--- src/hw/rtl/pre_pkg.sv ---
// Shared types and constants of the polyline ribbon extruder.
// No dependencies; imported by the controller, datapath and top level.
package pre_pkg;

  localparam int unsigned CoordFracBitsDef = 12;
  localparam int unsigned LwWidth = 12;
  localparam int unsigned CoordWidth = 16;
  localparam logic signed [15:0] UnitOne = 16'sd16384;
  localparam int unsigned SqrtSteps = 32;
  localparam int unsigned DivSteps = 16;

  typedef enum logic [4:0] {
    OP_NONE,
    OP_START,
    OP_SHIFT,
    OP_LOAD,
    OP_CROSS_MUL,
    OP_CROSS_ACC,
    OP_VEC_LOAD,
    OP_HALVE,
    OP_SQ_MUL,
    OP_SQ_ACC,
    OP_SIDE_FALL,
    OP_SMOOTH_FALL,
    OP_SQRT_INIT,
    OP_SQRT_STEP,
    OP_DIV_INIT,
    OP_DIV_STEP,
    OP_DIV_STORE,
    OP_OFF_MUL,
    OP_OFF_ACC,
    OP_EMIT
  } pre_op_e;

  typedef struct packed {
    pre_op_e    op;
    logic [2:0] idx;      // component or product number
    logic       vsel;     // 0: side normal, 1: smooth normal
    logic       in_ready;
  } pre_cmd_t;

  typedef struct packed {
    logic       in_valid;
    logic       strip_start;
    logic [1:0] seen;
    logic       big;      // a magnitude still has bits at 2^20 or above
    logic       len_zero;
    logic       out_busy;
  } pre_stat_t;

  function automatic logic signed [15:0] sat16(input logic signed [18:0] v);
    logic signed [15:0] r;
    if (v > 19'sd32767) begin
      r = 16'sd32767;
    end else if (v < -19'sd32768) begin
      r = -16'sd32768;
    end else begin
      r = v[15:0];
    end
    return r;
  endfunction

endpackage

--- src/hw/rtl/pre_if.sv ---
// Valid/ready channel interfaces for points in and ribbon results out.
// No dependencies.
interface pre_point_if;
  logic               valid;
  logic               ready;
  logic signed [15:0] point_x;
  logic signed [15:0] point_y;
  logic signed [15:0] point_z;
  logic               strip_start;

  modport source(output valid, point_x, point_y, point_z, strip_start, input ready);
  modport sink(input valid, point_x, point_y, point_z, strip_start, output ready);
endinterface

interface pre_result_if;
  logic               valid;
  logic               ready;
  logic signed [15:0] upper_x;
  logic signed [15:0] upper_y;
  logic signed [15:0] upper_z;
  logic signed [15:0] lower_x;
  logic signed [15:0] lower_y;
  logic signed [15:0] lower_z;
  logic signed [15:0] smooth_x;
  logic signed [15:0] smooth_y;
  logic signed [15:0] smooth_z;
  logic               fell_back;

  modport source(output valid, upper_x, upper_y, upper_z, lower_x, lower_y, lower_z,
                 smooth_x, smooth_y, smooth_z, fell_back, input ready);
  modport sink(input valid, upper_x, upper_y, upper_z, lower_x, lower_y, lower_z,
               smooth_x, smooth_y, smooth_z, fell_back, output ready);
endinterface

--- src/hw/rtl/polyline_ribbon_extruder.sv ---
// Top level of the polyline ribbon extruder: controller plus datapath.
// Depends on pre_pkg, pre_if, pre_ctrl, pre_dp.
//
// Points enter one per item; a strip start or second point is absorbed with
// no result. Each later point yields one ribbon result, which turns valid
// after the cross product, then per normal a load, the halving and checks,
// squaring, a length check, the root setup, the root steps and a division
// per component, and last the offsets and the emit. A zero length skips
// straight to the offsets. The next point can be taken the cycle after the
// emit. The work is set by the single shared multiplier and the bit-serial
// square root, used once per normal, and divider, used once per component.
// One item is worked on at a time; the next point is taken while a finished
// result waits at the output, and the emit waits until it is gone.
module polyline_ribbon_extruder
  import pre_pkg::*;
#(
  parameter int unsigned COORD_FRAC_BITS = CoordFracBitsDef
) (
  input  logic               clk_i,
  input  logic               rst_ni,
  input  logic               cfg_we_i,
  input  logic [LwWidth-1:0] cfg_wdata_i,
  pre_point_if.sink          pt_i,
  pre_result_if.source       res_o
);

  pre_cmd_t  cmd;
  pre_stat_t stat;

  pre_ctrl u_ctrl (
    .clk_i  (clk_i),
    .rst_ni (rst_ni),
    .stat_i (stat),
    .cmd_o  (cmd)
  );

  pre_dp #(
    .CoordFracBits(COORD_FRAC_BITS)
  ) u_dp (
    .clk_i       (clk_i),
    .rst_ni      (rst_ni),
    .cfg_we_i    (cfg_we_i),
    .cfg_wdata_i (cfg_wdata_i),
    .cmd_i       (cmd),
    .stat_o      (stat),
    .pt_i        (pt_i),
    .res_o       (res_o)
  );

endmodule

--- src/hw/rtl/pre_ctrl.sv ---
// Sequencer of the ribbon extruder: steps the datapath through cross
// product, two normalizations and offsets. Depends on pre_pkg.
module pre_ctrl
  import pre_pkg::*;
(
  input  logic      clk_i,
  input  logic      rst_ni,
  input  pre_stat_t stat_i,
  output pre_cmd_t  cmd_o
);

  typedef enum logic [3:0] {
    S_IDLE, S_CROSS, S_VLOAD, S_HALVE, S_SQ, S_CHECK, S_SQRT_INIT, S_SQRT,
    S_DIV_INIT, S_DIV, S_DIV_STORE, S_OFF, S_EMIT
  } state_e;

  state_e     state_q, state_d;
  logic [4:0] cnt_q, cnt_d;
  logic [1:0] comp_q, comp_d;
  logic       vsel_q, vsel_d;

  always_comb begin
    state_d = state_q;
    cnt_d   = cnt_q;
    comp_d  = comp_q;
    vsel_d  = vsel_q;
    cmd_o   = '{op: OP_NONE, idx: 3'd0, vsel: vsel_q, in_ready: 1'b0};
    case (state_q)
      S_IDLE: begin
        cmd_o.in_ready = 1'b1;
        if (stat_i.in_valid) begin
          if (stat_i.strip_start || stat_i.seen == 2'd0) begin
            cmd_o.op = OP_START;
          end else if (stat_i.seen == 2'd1) begin
            cmd_o.op = OP_SHIFT;
          end else begin
            cmd_o.op = OP_LOAD;
            state_d  = S_CROSS;
            cnt_d    = '0;
            vsel_d   = 1'b0;
          end
        end
      end
      S_CROSS: begin
        cmd_o.op  = cnt_q[0] ? OP_CROSS_ACC : OP_CROSS_MUL;
        cmd_o.idx = cnt_q[3:1];
        cnt_d     = cnt_q + 5'd1;
        if (cnt_q == 5'd11) begin
          state_d = S_VLOAD;
        end
      end
      S_VLOAD: begin
        cmd_o.op = OP_VEC_LOAD;
        state_d  = S_HALVE;
      end
      S_HALVE: begin
        if (stat_i.big) begin
          cmd_o.op = OP_HALVE;
        end else begin
          state_d = S_SQ;
          cnt_d   = '0;
        end
      end
      S_SQ: begin
        cmd_o.op  = cnt_q[0] ? OP_SQ_ACC : OP_SQ_MUL;
        cmd_o.idx = cnt_q[3:1];
        cnt_d     = cnt_q + 5'd1;
        if (cnt_q == 5'd5) begin
          state_d = S_CHECK;
        end
      end
      S_CHECK: begin
        if (stat_i.len_zero) begin
          // a failed side normal also forces the smooth fallback
          cmd_o.op = vsel_q ? OP_SMOOTH_FALL : OP_SIDE_FALL;
          state_d  = S_OFF;
          cnt_d    = '0;
        end else begin
          state_d = S_SQRT_INIT;
        end
      end
      S_SQRT_INIT: begin
        cmd_o.op = OP_SQRT_INIT;
        state_d  = S_SQRT;
        cnt_d    = '0;
        comp_d   = '0;
      end
      S_SQRT: begin
        cmd_o.op = OP_SQRT_STEP;
        cnt_d    = cnt_q + 5'd1;
        if (cnt_q == 5'(SqrtSteps - 1)) begin
          state_d = S_DIV_INIT;
        end
      end
      S_DIV_INIT: begin
        cmd_o.op  = OP_DIV_INIT;
        cmd_o.idx = {1'b0, comp_q};
        state_d   = S_DIV;
        cnt_d     = '0;
      end
      S_DIV: begin
        cmd_o.op = OP_DIV_STEP;
        cnt_d    = cnt_q + 5'd1;
        if (cnt_q == 5'(DivSteps - 1)) begin
          state_d = S_DIV_STORE;
        end
      end
      S_DIV_STORE: begin
        cmd_o.op  = OP_DIV_STORE;
        cmd_o.idx = {1'b0, comp_q};
        comp_d    = comp_q + 2'd1;
        if (comp_q != 2'd2) begin
          state_d = S_DIV_INIT;
        end else if (!vsel_q) begin
          vsel_d  = 1'b1;
          state_d = S_VLOAD;
        end else begin
          state_d = S_OFF;
          cnt_d   = '0;
        end
      end
      S_OFF: begin
        cmd_o.op  = cnt_q[0] ? OP_OFF_ACC : OP_OFF_MUL;
        cmd_o.idx = cnt_q[3:1];
        cnt_d     = cnt_q + 5'd1;
        if (cnt_q == 5'd5) begin
          state_d = S_EMIT;
        end
      end
      S_EMIT: begin
        if (!stat_i.out_busy) begin
          cmd_o.op = OP_EMIT;
          state_d  = S_IDLE;
        end
      end
      default: begin
        state_d = S_IDLE;
      end
    endcase
  end

  always_ff @(posedge clk_i or negedge rst_ni) begin
    if (!rst_ni) begin
      state_q <= S_IDLE;
      cnt_q   <= '0;
      comp_q  <= '0;
      vsel_q  <= 1'b0;
    end else begin
      state_q <= state_d;
      cnt_q   <= cnt_d;
      comp_q  <= comp_d;
      vsel_q  <= vsel_d;
    end
  end

  assert property (@(posedge clk_i) disable iff (!rst_ni)
    cmd_o.in_ready |-> state_q == S_IDLE)
    else $error("input taken outside idle");
  assert property (@(posedge clk_i) disable iff (!rst_ni)
    (state_q == S_SQRT && cnt_q == 5'(SqrtSteps - 1)) |=> state_q == S_DIV_INIT)
    else $error("root not followed by division");
  assert property (@(posedge clk_i) disable iff (!rst_ni)
    cmd_o.op == OP_DIV_STORE |-> comp_q != 2'd3)
    else $error("component index out of range");

endmodule

--- src/hw/rtl/pre_dp.sv ---
// Datapath of the ribbon extruder: point history, normals, shared multiplier,
// bit-serial square root and divider, output register. Depends on pre_pkg, pre_if.
module pre_dp
  import pre_pkg::*;
#(
  parameter int unsigned CoordFracBits = CoordFracBitsDef
) (
  input  logic                clk_i,
  input  logic                rst_ni,
  input  logic                cfg_we_i,
  input  logic [LwWidth-1:0]  cfg_wdata_i,
  input  pre_cmd_t            cmd_i,
  output pre_stat_t           stat_o,
  pre_point_if.sink           pt_i,
  pre_result_if.source        res_o
);

  localparam longint unsigned LwRaw = ((64'd1 << CoordFracBits) * 64'd25 + 64'd500) / 64'd1000;
  localparam logic [LwWidth-1:0] LwReset = (LwRaw > 64'd4095) ? 12'd4095 : LwRaw[LwWidth-1:0];

  logic [LwWidth-1:0] lw_q;
  logic signed [15:0] older_q [3];
  logic signed [15:0] newer_q [3];
  logic signed [15:0] p_q [3];
  logic [1:0]         seen_q;
  logic signed [15:0] side_q [3];
  logic signed [15:0] smooth_q [3];
  logic               fell_q;
  logic               valid_q;

  logic signed [16:0] a_q [3];
  logic signed [16:0] b_q [3];
  logic signed [17:0] sum_q [3];
  logic signed [34:0] c_q [3];
  logic [34:0]        m_q [3];
  logic               neg_q [3];
  logic signed [41:0] prod_q;
  logic [41:0]        len2_q;
  logic [62:0]        rad_q, root_q, bit_q;
  logic [44:0]        rem_q;
  logic [46:0]        dsr_q;
  logic [15:0]        quo_q;
  logic signed [15:0] up_q [3];
  logic signed [15:0] lo_q [3];

  logic signed [15:0] pin [3];
  logic               acc;
  logic [1:0]         ci;
  logic signed [20:0] mul_a, mul_b;
  logic signed [41:0] prod_d;
  logic [62:0]        trial;
  logic [14:0]        qcap;
  logic [26:0]        pabs;
  logic [12:0]        pmag;
  logic signed [18:0] off;
  logic signed [18:0] upper_w, lower_w;

  assign pin[0] = pt_i.point_x;
  assign pin[1] = pt_i.point_y;
  assign pin[2] = pt_i.point_z;
  assign acc    = pt_i.valid && cmd_i.in_ready;
  assign ci     = cmd_i.idx[1:0];
  assign pt_i.ready = cmd_i.in_ready;

  assign stat_o.in_valid    = pt_i.valid;
  assign stat_o.strip_start = pt_i.strip_start;
  assign stat_o.seen        = seen_q;
  assign stat_o.big         = (|m_q[0][34:20]) || (|m_q[1][34:20]) || (|m_q[2][34:20]);
  assign stat_o.len_zero    = (len2_q == '0);
  assign stat_o.out_busy    = valid_q && !res_o.ready;

  // shared multiplier operand selection
  always_comb begin
    mul_a = '0;
    mul_b = '0;
    case (cmd_i.op)
      OP_CROSS_MUL: begin
        // c0 = a1*b2 - a2*b1, c1 = a2*b0 - a0*b2, c2 = a0*b1 - a1*b0
        case (cmd_i.idx)
          3'd0: begin mul_a = 21'(a_q[1]); mul_b = 21'(b_q[2]); end
          3'd1: begin mul_a = 21'(a_q[2]); mul_b = 21'(b_q[1]); end
          3'd2: begin mul_a = 21'(a_q[2]); mul_b = 21'(b_q[0]); end
          3'd3: begin mul_a = 21'(a_q[0]); mul_b = 21'(b_q[2]); end
          3'd4: begin mul_a = 21'(a_q[0]); mul_b = 21'(b_q[1]); end
          3'd5: begin mul_a = 21'(a_q[1]); mul_b = 21'(b_q[0]); end
          default: begin mul_a = '0; mul_b = '0; end
        endcase
      end
      OP_SQ_MUL: begin
        mul_a = signed'({1'b0, m_q[ci][19:0]});
        mul_b = signed'({1'b0, m_q[ci][19:0]});
      end
      OP_OFF_MUL: begin
        mul_a = 21'(side_q[ci]);
        mul_b = signed'({9'd0, lw_q});
      end
      default: begin
        mul_a = '0;
        mul_b = '0;
      end
    endcase
  end

  assign prod_d = mul_a * mul_b;
  assign trial  = root_q + bit_q;
  assign qcap   = (quo_q > 16'd16384) ? 15'd16384 : quo_q[14:0];

  // rounded offset, half away from zero
  assign pabs    = prod_q[41] ? 27'(-prod_q) : prod_q[26:0];
  assign pmag    = 13'((28'(pabs) + 28'd8192) >> 14);
  assign off     = prod_q[41] ? -signed'({6'd0, pmag}) : signed'({6'd0, pmag});
  assign upper_w = 19'(newer_q[ci]) + off;
  assign lower_w = 19'(newer_q[ci]) - off;

  always_ff @(posedge clk_i or negedge rst_ni) begin
    if (!rst_ni) begin
      lw_q     <= LwReset;
      seen_q   <= '0;
      valid_q  <= 1'b0;
      fell_q   <= 1'b0;
      for (int i = 0; i < 3; i++) begin
        older_q[i] <= '0;
        newer_q[i] <= '0;
      end
      side_q   <= '{16'sd0, UnitOne, 16'sd0};
      smooth_q <= '{16'sd0, 16'sd0, UnitOne};
    end else begin
      if (cfg_we_i) begin
        lw_q <= cfg_wdata_i;
      end
      if (cmd_i.op == OP_EMIT) begin
        valid_q <= 1'b1;
      end else if (valid_q && res_o.ready) begin
        valid_q <= 1'b0;
      end
      case (cmd_i.op)
        OP_START: begin
          if (acc) begin
            for (int i = 0; i < 3; i++) begin
              older_q[i] <= '0;
              newer_q[i] <= pin[i];
            end
            seen_q   <= 2'd1;
            side_q   <= '{16'sd0, UnitOne, 16'sd0};
            smooth_q <= '{16'sd0, 16'sd0, UnitOne};
          end
        end
        OP_SHIFT: begin
          if (acc) begin
            for (int i = 0; i < 3; i++) begin
              older_q[i] <= newer_q[i];
              newer_q[i] <= pin[i];
            end
            seen_q <= 2'd2;
          end
        end
        OP_LOAD: begin
          if (acc) begin
            fell_q <= 1'b0;
          end
        end
        OP_SIDE_FALL, OP_SMOOTH_FALL: begin
          fell_q <= 1'b1;
        end
        OP_DIV_STORE: begin
          if (cmd_i.vsel) begin
            smooth_q[ci] <= neg_q[ci] ? -signed'({1'b0, qcap}) : signed'({1'b0, qcap});
          end else begin
            side_q[ci] <= neg_q[ci] ? -signed'({1'b0, qcap}) : signed'({1'b0, qcap});
          end
        end
        OP_EMIT: begin
          for (int i = 0; i < 3; i++) begin
            older_q[i] <= newer_q[i];
            newer_q[i] <= p_q[i];
          end
        end
        default: begin
        end
      endcase
    end
  end

  always_ff @(posedge clk_i) begin
    case (cmd_i.op)
      OP_LOAD: begin
        for (int i = 0; i < 3; i++) begin
          p_q[i]   <= pin[i];
          a_q[i]   <= 17'(newer_q[i]) - 17'(older_q[i]);
          b_q[i]   <= 17'(newer_q[i]) - 17'(pin[i]);
          sum_q[i] <= 18'(newer_q[i]) - 18'(older_q[i]) + 18'(newer_q[i]) - 18'(pin[i]);
        end
      end
      OP_CROSS_MUL, OP_SQ_MUL, OP_OFF_MUL: begin
        prod_q <= prod_d;
      end
      OP_CROSS_ACC: begin
        if (cmd_i.idx[0]) begin
          c_q[cmd_i.idx[2:1]] <= c_q[cmd_i.idx[2:1]] - prod_q[34:0];
        end else begin
          c_q[cmd_i.idx[2:1]] <= prod_q[34:0];
        end
      end
      OP_VEC_LOAD: begin
        for (int i = 0; i < 3; i++) begin
          if (cmd_i.vsel) begin
            neg_q[i] <= sum_q[i][17];
            m_q[i]   <= sum_q[i][17] ? 35'(-sum_q[i]) : 35'(sum_q[i]);
          end else begin
            neg_q[i] <= c_q[i][34];
            m_q[i]   <= c_q[i][34] ? 35'(-c_q[i]) : 35'(c_q[i]);
          end
        end
      end
      OP_HALVE: begin
        for (int i = 0; i < 3; i++) begin
          m_q[i] <= m_q[i] >> 1;
        end
      end
      OP_SQ_ACC: begin
        len2_q <= (ci == 2'd0) ? prod_q[41:0] : len2_q + prod_q[41:0];
      end
      OP_SQRT_INIT: begin
        rad_q  <= {1'b0, len2_q, 20'd0};
        root_q <= '0;
        bit_q  <= 63'd1 << 62;
      end
      OP_SQRT_STEP: begin
        if (rad_q >= trial) begin
          rad_q  <= rad_q - trial;
          root_q <= (root_q >> 1) + bit_q;
        end else begin
          root_q <= root_q >> 1;
        end
        bit_q <= bit_q >> 2;
      end
      OP_DIV_INIT: begin
        rem_q <= {1'b0, m_q[ci][19:0], 24'd0} + 45'(root_q[31:1]);
        dsr_q <= {root_q[31:0], 15'd0};
        quo_q <= '0;
      end
      OP_DIV_STEP: begin
        if ({2'b00, rem_q} >= dsr_q) begin
          rem_q <= rem_q - dsr_q[44:0];
          quo_q <= {quo_q[14:0], 1'b1};
        end else begin
          quo_q <= {quo_q[14:0], 1'b0};
        end
        dsr_q <= dsr_q >> 1;
      end
      OP_OFF_ACC: begin
        up_q[ci] <= sat16(upper_w);
        lo_q[ci] <= sat16(lower_w);
      end
      OP_EMIT: begin
        res_o.upper_x  <= up_q[0];
        res_o.upper_y  <= up_q[1];
        res_o.upper_z  <= up_q[2];
        res_o.lower_x  <= lo_q[0];
        res_o.lower_y  <= lo_q[1];
        res_o.lower_z  <= lo_q[2];
        res_o.smooth_x <= smooth_q[0];
        res_o.smooth_y <= smooth_q[1];
        res_o.smooth_z <= smooth_q[2];
        res_o.fell_back <= fell_q;
      end
      default: begin
      end
    endcase
  end

  assign res_o.valid = valid_q;

  assert property (@(posedge clk_i) disable iff (!rst_ni)
    cmd_i.op == OP_EMIT |-> !stat_o.out_busy)
    else $error("result overwritten while stalled");
  assert property (@(posedge clk_i) disable iff (!rst_ni)
    cmd_i.op == OP_SQRT_INIT |-> len2_q != '0)
    else $error("root of a degenerate vector");
  assert property (@(posedge clk_i) disable iff (!rst_ni)
    $rose(valid_q) |-> $past(cmd_i.op == OP_EMIT))
    else $error("result valid without emit");
  assert property (@(posedge clk_i) disable iff (!rst_ni)
    (acc && cmd_i.op == OP_START) |=> seen_q == 2'd1)
    else $error("strip start did not open a strip");

endmodule

--- src/flat_wrapper.sv ---
// flat-port wrapper written by rule: the top's interface ports become plain ports
module polyline_ribbon_extruder_flat import pre_pkg::*;
#(
  parameter int unsigned COORD_FRAC_BITS = CoordFracBitsDef
)
  (clk_i, rst_ni, cfg_we_i, cfg_wdata_i, pt_i_valid, pt_i_point_x, pt_i_point_y, pt_i_point_z, pt_i_strip_start, pt_i_ready, res_o_valid, res_o_upper_x, res_o_upper_y, res_o_upper_z, res_o_lower_x, res_o_lower_y, res_o_lower_z, res_o_smooth_x, res_o_smooth_y, res_o_smooth_z, res_o_fell_back, res_o_ready);
  pre_point_if pt_i_i ();
  pre_result_if res_o_i ();
  input  logic clk_i;
  input  logic rst_ni;
  input  logic cfg_we_i;
  input  logic [LwWidth-1:0] cfg_wdata_i;
  input wire logic [$bits(pt_i_i.valid)-1:0] pt_i_valid;
  input wire logic [$bits(pt_i_i.point_x)-1:0] pt_i_point_x;
  input wire logic [$bits(pt_i_i.point_y)-1:0] pt_i_point_y;
  input wire logic [$bits(pt_i_i.point_z)-1:0] pt_i_point_z;
  input wire logic [$bits(pt_i_i.strip_start)-1:0] pt_i_strip_start;
  output wire logic [$bits(pt_i_i.ready)-1:0] pt_i_ready;
  output wire logic [$bits(res_o_i.valid)-1:0] res_o_valid;
  output wire logic [$bits(res_o_i.upper_x)-1:0] res_o_upper_x;
  output wire logic [$bits(res_o_i.upper_y)-1:0] res_o_upper_y;
  output wire logic [$bits(res_o_i.upper_z)-1:0] res_o_upper_z;
  output wire logic [$bits(res_o_i.lower_x)-1:0] res_o_lower_x;
  output wire logic [$bits(res_o_i.lower_y)-1:0] res_o_lower_y;
  output wire logic [$bits(res_o_i.lower_z)-1:0] res_o_lower_z;
  output wire logic [$bits(res_o_i.smooth_x)-1:0] res_o_smooth_x;
  output wire logic [$bits(res_o_i.smooth_y)-1:0] res_o_smooth_y;
  output wire logic [$bits(res_o_i.smooth_z)-1:0] res_o_smooth_z;
  output wire logic [$bits(res_o_i.fell_back)-1:0] res_o_fell_back;
  input wire logic [$bits(res_o_i.ready)-1:0] res_o_ready;
  assign pt_i_i.valid = pt_i_valid;
  assign pt_i_i.point_x = pt_i_point_x;
  assign pt_i_i.point_y = pt_i_point_y;
  assign pt_i_i.point_z = pt_i_point_z;
  assign pt_i_i.strip_start = pt_i_strip_start;
  assign pt_i_ready = pt_i_i.ready;
  assign res_o_valid = res_o_i.valid;
  assign res_o_upper_x = res_o_i.upper_x;
  assign res_o_upper_y = res_o_i.upper_y;
  assign res_o_upper_z = res_o_i.upper_z;
  assign res_o_lower_x = res_o_i.lower_x;
  assign res_o_lower_y = res_o_i.lower_y;
  assign res_o_lower_z = res_o_i.lower_z;
  assign res_o_smooth_x = res_o_i.smooth_x;
  assign res_o_smooth_y = res_o_i.smooth_y;
  assign res_o_smooth_z = res_o_i.smooth_z;
  assign res_o_fell_back = res_o_i.fell_back;
  assign res_o_i.ready = res_o_ready;
  polyline_ribbon_extruder #(.COORD_FRAC_BITS(COORD_FRAC_BITS)) u_core (.clk_i(clk_i), .rst_ni(rst_ni), .cfg_we_i(cfg_we_i), .cfg_wdata_i(cfg_wdata_i), .pt_i(pt_i_i), .res_o(res_o_i));
endmodule
--- config.mk ---
export PLATFORM = sky130hd
export DESIGN_NAME = polyline_ribbon_extruder_flat
export DESIGN_NICKNAME = d
export VERILOG_FILES = /design/src/hw/rtl/pre_pkg.sv /design/src/hw/rtl/pre_if.sv /design/src/hw/rtl/polyline_ribbon_extruder.sv /design/src/hw/rtl/pre_ctrl.sv /design/src/hw/rtl/pre_dp.sv /design/src/flat_wrapper.sv
export SDC_FILE = /design/constraint.sdc
export NUM_CORES = 2
export LEC_CHECK = 0
export ABC_CLOCK_PERIOD_IN_PS = 20400
export BUFFER_PORTS_ARGS = -buffer_cell sky130_fd_sc_hd__buf_2
export CORE_ASPECT_RATIO = 0.6
export CORE_MARGIN = 8
export CORE_UTILIZATION = 55
export CTS_CLUSTER_DIAMETER = 150
export CTS_CLUSTER_SIZE = 16
export DETAILED_ROUTE_END_ITERATION = 6
export PLACE_DENSITY = 0.71
export SETUP_SLACK_MARGIN = 0.05
export SYNTH_ARGS = -nofsm -noshare
export SYNTH_HDL_FRONTEND = slang
export SYNTH_HIERARCHICAL = 1
export SYNTH_SLANG_ARGS = --single-unit
export TNS_END_PERCENT = 5
--- constraint.sdc ---
create_clock -name clk_i -period 20.4 [get_ports clk_i]
set_input_delay 4.08 -clock clk_i [delete_from_list [all_inputs] [get_ports clk_i]]
set_output_delay 4.08 -clock clk_i [all_outputs]
set_load 0.02 [all_outputs]
# == Yosys cells after proc, flatten, opt, wreduce, memory -nomap -nowiden ==
# Memories as Yosys holds them, arrays and structs flattened. A register that Yosys moved wholly into a read port is not among the register bits.
# Index checks and enable logic that the tools add are counted.
# word_totals
input_bits,66
mem_count,9
ramBits,513
register_bits,650
romBits,0
wordCells,340
latch_bits,0
output_inout_bits,147
# classes
n_mux,128
n_eq_ne,63
div,0
bitwise_logic,11
shift,0
n_addsub,36
reduce_logical,51
magnitude_cmp,9
multipliers,1
# mem_list
memory,depth,word_bits,read_ports,rd_ports_with_merged_regs,wr,line_no,source
u_core.u_dp.c_q,3,35,4,0,1,pre_dp.sv:34,logic signed [34:0] c_q [3];
u_core.u_dp.m_q,3,35,4,0,3,pre_dp.sv:35,logic [34:0] m_q [3];
u_core.u_dp.sum_q,3,18,3,0,3,pre_dp.sv:33,logic signed [17:0] sum_q [3];
u_core.u_dp.a_q,3,17,3,0,3,pre_dp.sv:31,logic signed [16:0] a_q [3];
u_core.u_dp.b_q,3,17,3,0,3,pre_dp.sv:32,logic signed [16:0] b_q [3];
u_core.u_dp.lo_q,3,16,3,3,1,pre_dp.sv:44,logic signed [15:0] lo_q [3];
3 more memories,-,-,-,-,-,-,
# op_table
cell,count
35-bit 2-to-1 mux,13
63-bit one-hot mux with 2 select lines,3
48-bit 2-to-1 mux,7
48-bit one-hot mux with 2 select lines,3
21-bit one-hot mux with 3 select lines,4
16-bit 2-to-1 mux,12
16-bit by 16-bit subtractor with 17-bit output,9
48-bit one-hot mux with 3 select lines,1
63-bit 2-to-1 mux,2
18-bit negator with 35-bit output,3
35-bit negator,3
48-bit bitwise mux,2
47-bit one-hot mux with 2 select lines,1
45-bit one-hot mux with 2 select lines,1
5-bit one-hot mux with 13 select lines,1
16-bit binary-select mux with 2-bit select,2
62-bit by 63-bit adder with 63-bit output,1
63-bit adder,1
63-bit greater-or-equal comparator,1
63-bit subtractor,1
4-bit 2-to-1 mux,14
17-bit by 16-bit adder with 18-bit output,3
18-bit by 16-bit subtractor with 18-bit output,3
4-bit one-hot mux with 13 select lines,1
70 further kinds,207

# == Logic depth before layout (Yosys ltp) ==
# logic_depth
depth_word,12
depth_mapped,45
ltp_nobuf,41

# == Cells and area by module ==
# Netlist, hierarchy kept.
# by_module_without_submodules
mod,area_each_um2,cells_each,seq_area_each_um2,n_inst
pre_dp,91934.4,9187,36512.5,1
pre_ctrl,1246.2,144,300.3,1

# == Worst setup path after synthesis ==
# Ideal clock, no wire load.
# synth_timing
path_kind,input-to-reg
startpoint,input port res_o_ready
endpoint,"memory u_core.u_dp.a_q[0][0], enable pin"
setup_slack_ps,224
setup_time_ps,1018
path_buffers,2
path_stages,9
required_ps,19382
arrival_ps,19158
path_cell_list,nor2b_1 > nor4_1 > o21ai_0 > o2111ai_1 > clkbuf_1 > inv_1 > clkbuf_1 > or2_2 > nor3_1
# synth_rtl
item,line_no,source
start: declaration,flat_wrapper.sv:30,input wire logic [$bits(res_o_i.ready)-1:0] res_o_ready;
end: declaration,pre_dp.sv:31,

==> metrics.txt <==
Synth Flop Type edfxtp_1; CP max-delay cell a21oi_1; final hold viol count 0; Reg2Reg Depth 33; Multi-input gate area 51400 µm²; Setup Viol. Count Final 0; CTS tree done; gr ovfl total 0; top cells by area, synth edfxtp_1, fa_1, ha_1; status complete, no violations; most used cell, CP fa_1; min-delay worst type register to register; crit path launch type input pin; CTS sink count 1263; Worst Skew 0.0406 ns; synth-to-layout area growth 6.63%; Worst R2R End u_core/u_dp/prod_q[41]; area share of the largest cell type after synthesis 33.5%; TritonCTS Buffers 89; Post-synth EDFFs 1041; layout cell share with drive strength beyond 1 7.00%; row count 117; DPL Wire Length 228000 µm; Die Y 335 µm; WS Path Type input pin to register; Post-Synth Adder-Cell Area 18.8%; CTS clk-pin slew, worst paths 0.08 ns; die area 183000 µm²; Post CTS Setup Buffer Count 0; initial antenna violation count 14; slew at the pin with the worst max-slew slack 1.41 ns; multiplexer share of the synthesized area 3.34%; area leader, netlist edfxtp_1; wire length per cell 25.2 µm; Seq/Total Area, Yosys 39.5%; Largest stage delay, worst path 0.89 ns; hold path depth 0; Ports 213; largest net degree at the start of global routing 120; CP Capture Type register; CTS Root Cell clkbuf_16; crit path time final 14.58 ns; CP arrival 15.05 ns; Reg-to-Reg Start u_core/u_ctrl/state_q[3]; Hold Crit Start u_core/u_dp/lo_q[0][2]; simple-gate share of the synthesized area 12.7%; CTS H-Tree Depth 3; Hold Buf Count CTS 0; max-cap violation count 0; #FFs+latches synth 1263; setup TNS 0 ns; I/O Buffers 212; R2R setup slack 7.26 ns; core area 169000 µm²; largest family of logic cells by synthesized area adder cells; vias in the first global route 68500; first-pass GRT wire length 438000 µm; YS warnings 6; highest clock rate 0.0686 GHz; gr usage total 31.4%; area of the mapped netlist 93200 µm²; Iter 0 DRT Violations 9690; Starting Density 55.2%; clock buffer depth 3; syn_nets 10500; Avg Cell Area, Syn 9.99 µm²; Post-route DRC 0; DR vias/cell 6.20; CP max FO 38; Synth async-reset ratio 17.4%; Slew HR 3.33%; Pre-antenna DRT Iters 7; post-route ant nets 0; required time of the critical path 20.87 ns; Filler cells 14300; Gate Count Post-Synth 9331; die width 547 µm; Synth Area in XOR/XNOR 5.94%; hold path endpoint u_core/u_dp/res_o.lower_x[2]; Clock Latency Late Sink 0.73 ns; Slew Limit Fails 0; Tcrit/Tclk final 71.5%; routed wire length 294000 µm; FF/Latch Area 36800 µm²; compound-gate portion of the synthesized area 14.1%; DR vias 72600; Total Nets Final 10500; Post-CTS Resized 0; RSZ-0062 raised after global routing false; Final Wtd Congestion 0.984; Netlist cell types 109
cell usage after synthesis, types with 179 or more instances:
cell      count
inv_1       997
clkbuf_1    332
xnor2_1     347
xor2_1      281
o21ai_0     690
mux2i_1     179
nand2_1     913
ha_1        567
edfxtp_1   1041
nor2_1      785
fa_1        520
nand3_1     181
a21o_1      182
dfrtp_1     214
a21oi_1     499
worst max-delay path, delay by kind of cell:
family / cells / cell delay, ns
xor+xnor: 1 / 0.09
fa+ha+maj: 8 / 3.58
compound gates: 12 / 3.95
simple gates: 9 / 2.27
buf+inv: 8 / 1.02
worst max path at each step:
stage                            from                      to  cells after the start
after floorplan           res_o_ready   u_core/u_dp/a_q[0][0]                      9
after global placement    res_o_ready  u_core/u_dp/prod_q[41]                     33
after detailed placement  res_o_ready  u_core/u_dp/prod_q[41]                     38
after CTS                 res_o_ready  u_core/u_dp/prod_q[41]                     38
after global routing      res_o_ready  u_core/u_dp/prod_q[41]                     38
final                     res_o_ready  u_core/u_dp/prod_q[41]                     38
cell usage in the layout, fill, tap and decap left out, types with 70 or more instances in the layout:
| master | netlist | layout |
|---|---|---|
| a211oi_1 | 71 | 70 |
| a21o_1 | 182 | 181 |
| a21oi_1 | 499 | 499 |
| a31oi_1 | 84 | 84 |
| and2_1 | 79 | 78 |
| buf_2 | 11 | 211 |
| buf_4 | 4 | 132 |
| clkbuf_16 | 0 | 90 |
| dfrtp_1 | 214 | 213 |
| edfxtp_1 | 1041 | 1041 |
| fa_1 | 520 | 520 |
| ha_1 | 567 | 567 |
| inv_1 | 997 | 995 |
| mux2i_1 | 179 | 179 |
| nand2_1 | 913 | 912 |
| nand2b_1 | 80 | 80 |
| nand3_1 | 181 | 180 |
| nor2_1 | 785 | 773 |
| nor2b_1 | 113 | 112 |
| nor3_1 | 101 | 94 |
| o21ai_0 | 690 | 687 |
| o31ai_1 | 78 | 77 |
| xnor2_1 | 347 | 347 |
| xor2_1 | 281 | 281 |
sequential cells by signal, summed over array words and instances, names as in the netlist, 32 cells and up:
register and flops:
u_core/u_dp/newer_q 48, u_core/u_dp/rad_q 63, u_core/u_dp/a_q 51, u_core/u_dp/smooth_q 48, u_core/u_dp/c_q 140, u_core/u_dp/up_q 48
u_core/u_dp/rem_q 45, u_core/u_dp/p_q 48, u_core/u_dp/dsr_q 47, u_core/u_dp/root_q 63, u_core/u_dp/b_q 51, u_core/u_dp/sum_q 54
u_core/u_dp/m_q 105, u_core/u_dp/older_q 48, u_core/u_dp/len2_q 42, u_core/u_dp/prod_q 42, u_core/u_dp/side_q 48, u_core/u_dp/lo_q 48
u_core/u_dp/bit_q 32
kinds of logic after synthesis:
family	after synthesis
and+or+nand+nor	2584
AOI/OAI and AO/OA	2120
buffers and inverters	1386
DFF	1263
adders and majority gates	1087
xor gates and xnor gates	630
muxes	261
metrics by stage:
step	util [%]	area, µm²	hold WS (ns)	worst slack, ns	std cells
final	58.8	99400	0.395	5.82	11700
after global placement	57.3	96800	0.402	5.61	11600
after floorplan	-	93200	0.400	0.224	9331
after global routing	58.8	99400	0.420	5.34	11700
after CTS	58.8	99300	0.397	6.08	11700
after detailed placement	57.3	96800	0.405	5.33	11600
routing by layer:
| layer | vias to the layer above | track usage [%] | routed length (µm) |
|---|---|---|---|
| met4 | 8 | 6.22 | 6420 |
| met5 | - | 0 | 46 |
| met2 | 3859 | 40.6 | 111000 |
| met3 | 333 | 11.8 | 43200 |
| li1 | 32500 | - | - |
| met1 | 35900 | 49.3 | 134000 |
area by class of cell:
type,instances,share of cell area (%)
tap,2261,2.85
sequential,1263,37.1
timing repair buffer,345,2.10
inverter,1000,3.78
antenna,3,0.00756
clock buffer,133,2.43
clock inverter,8,0.0932
multi-input combinational,6682,51.7
Power is left out: the tool's default activity adds up to more than one toggle a clock period on the data nets, which glitch-free logic cannot reach.
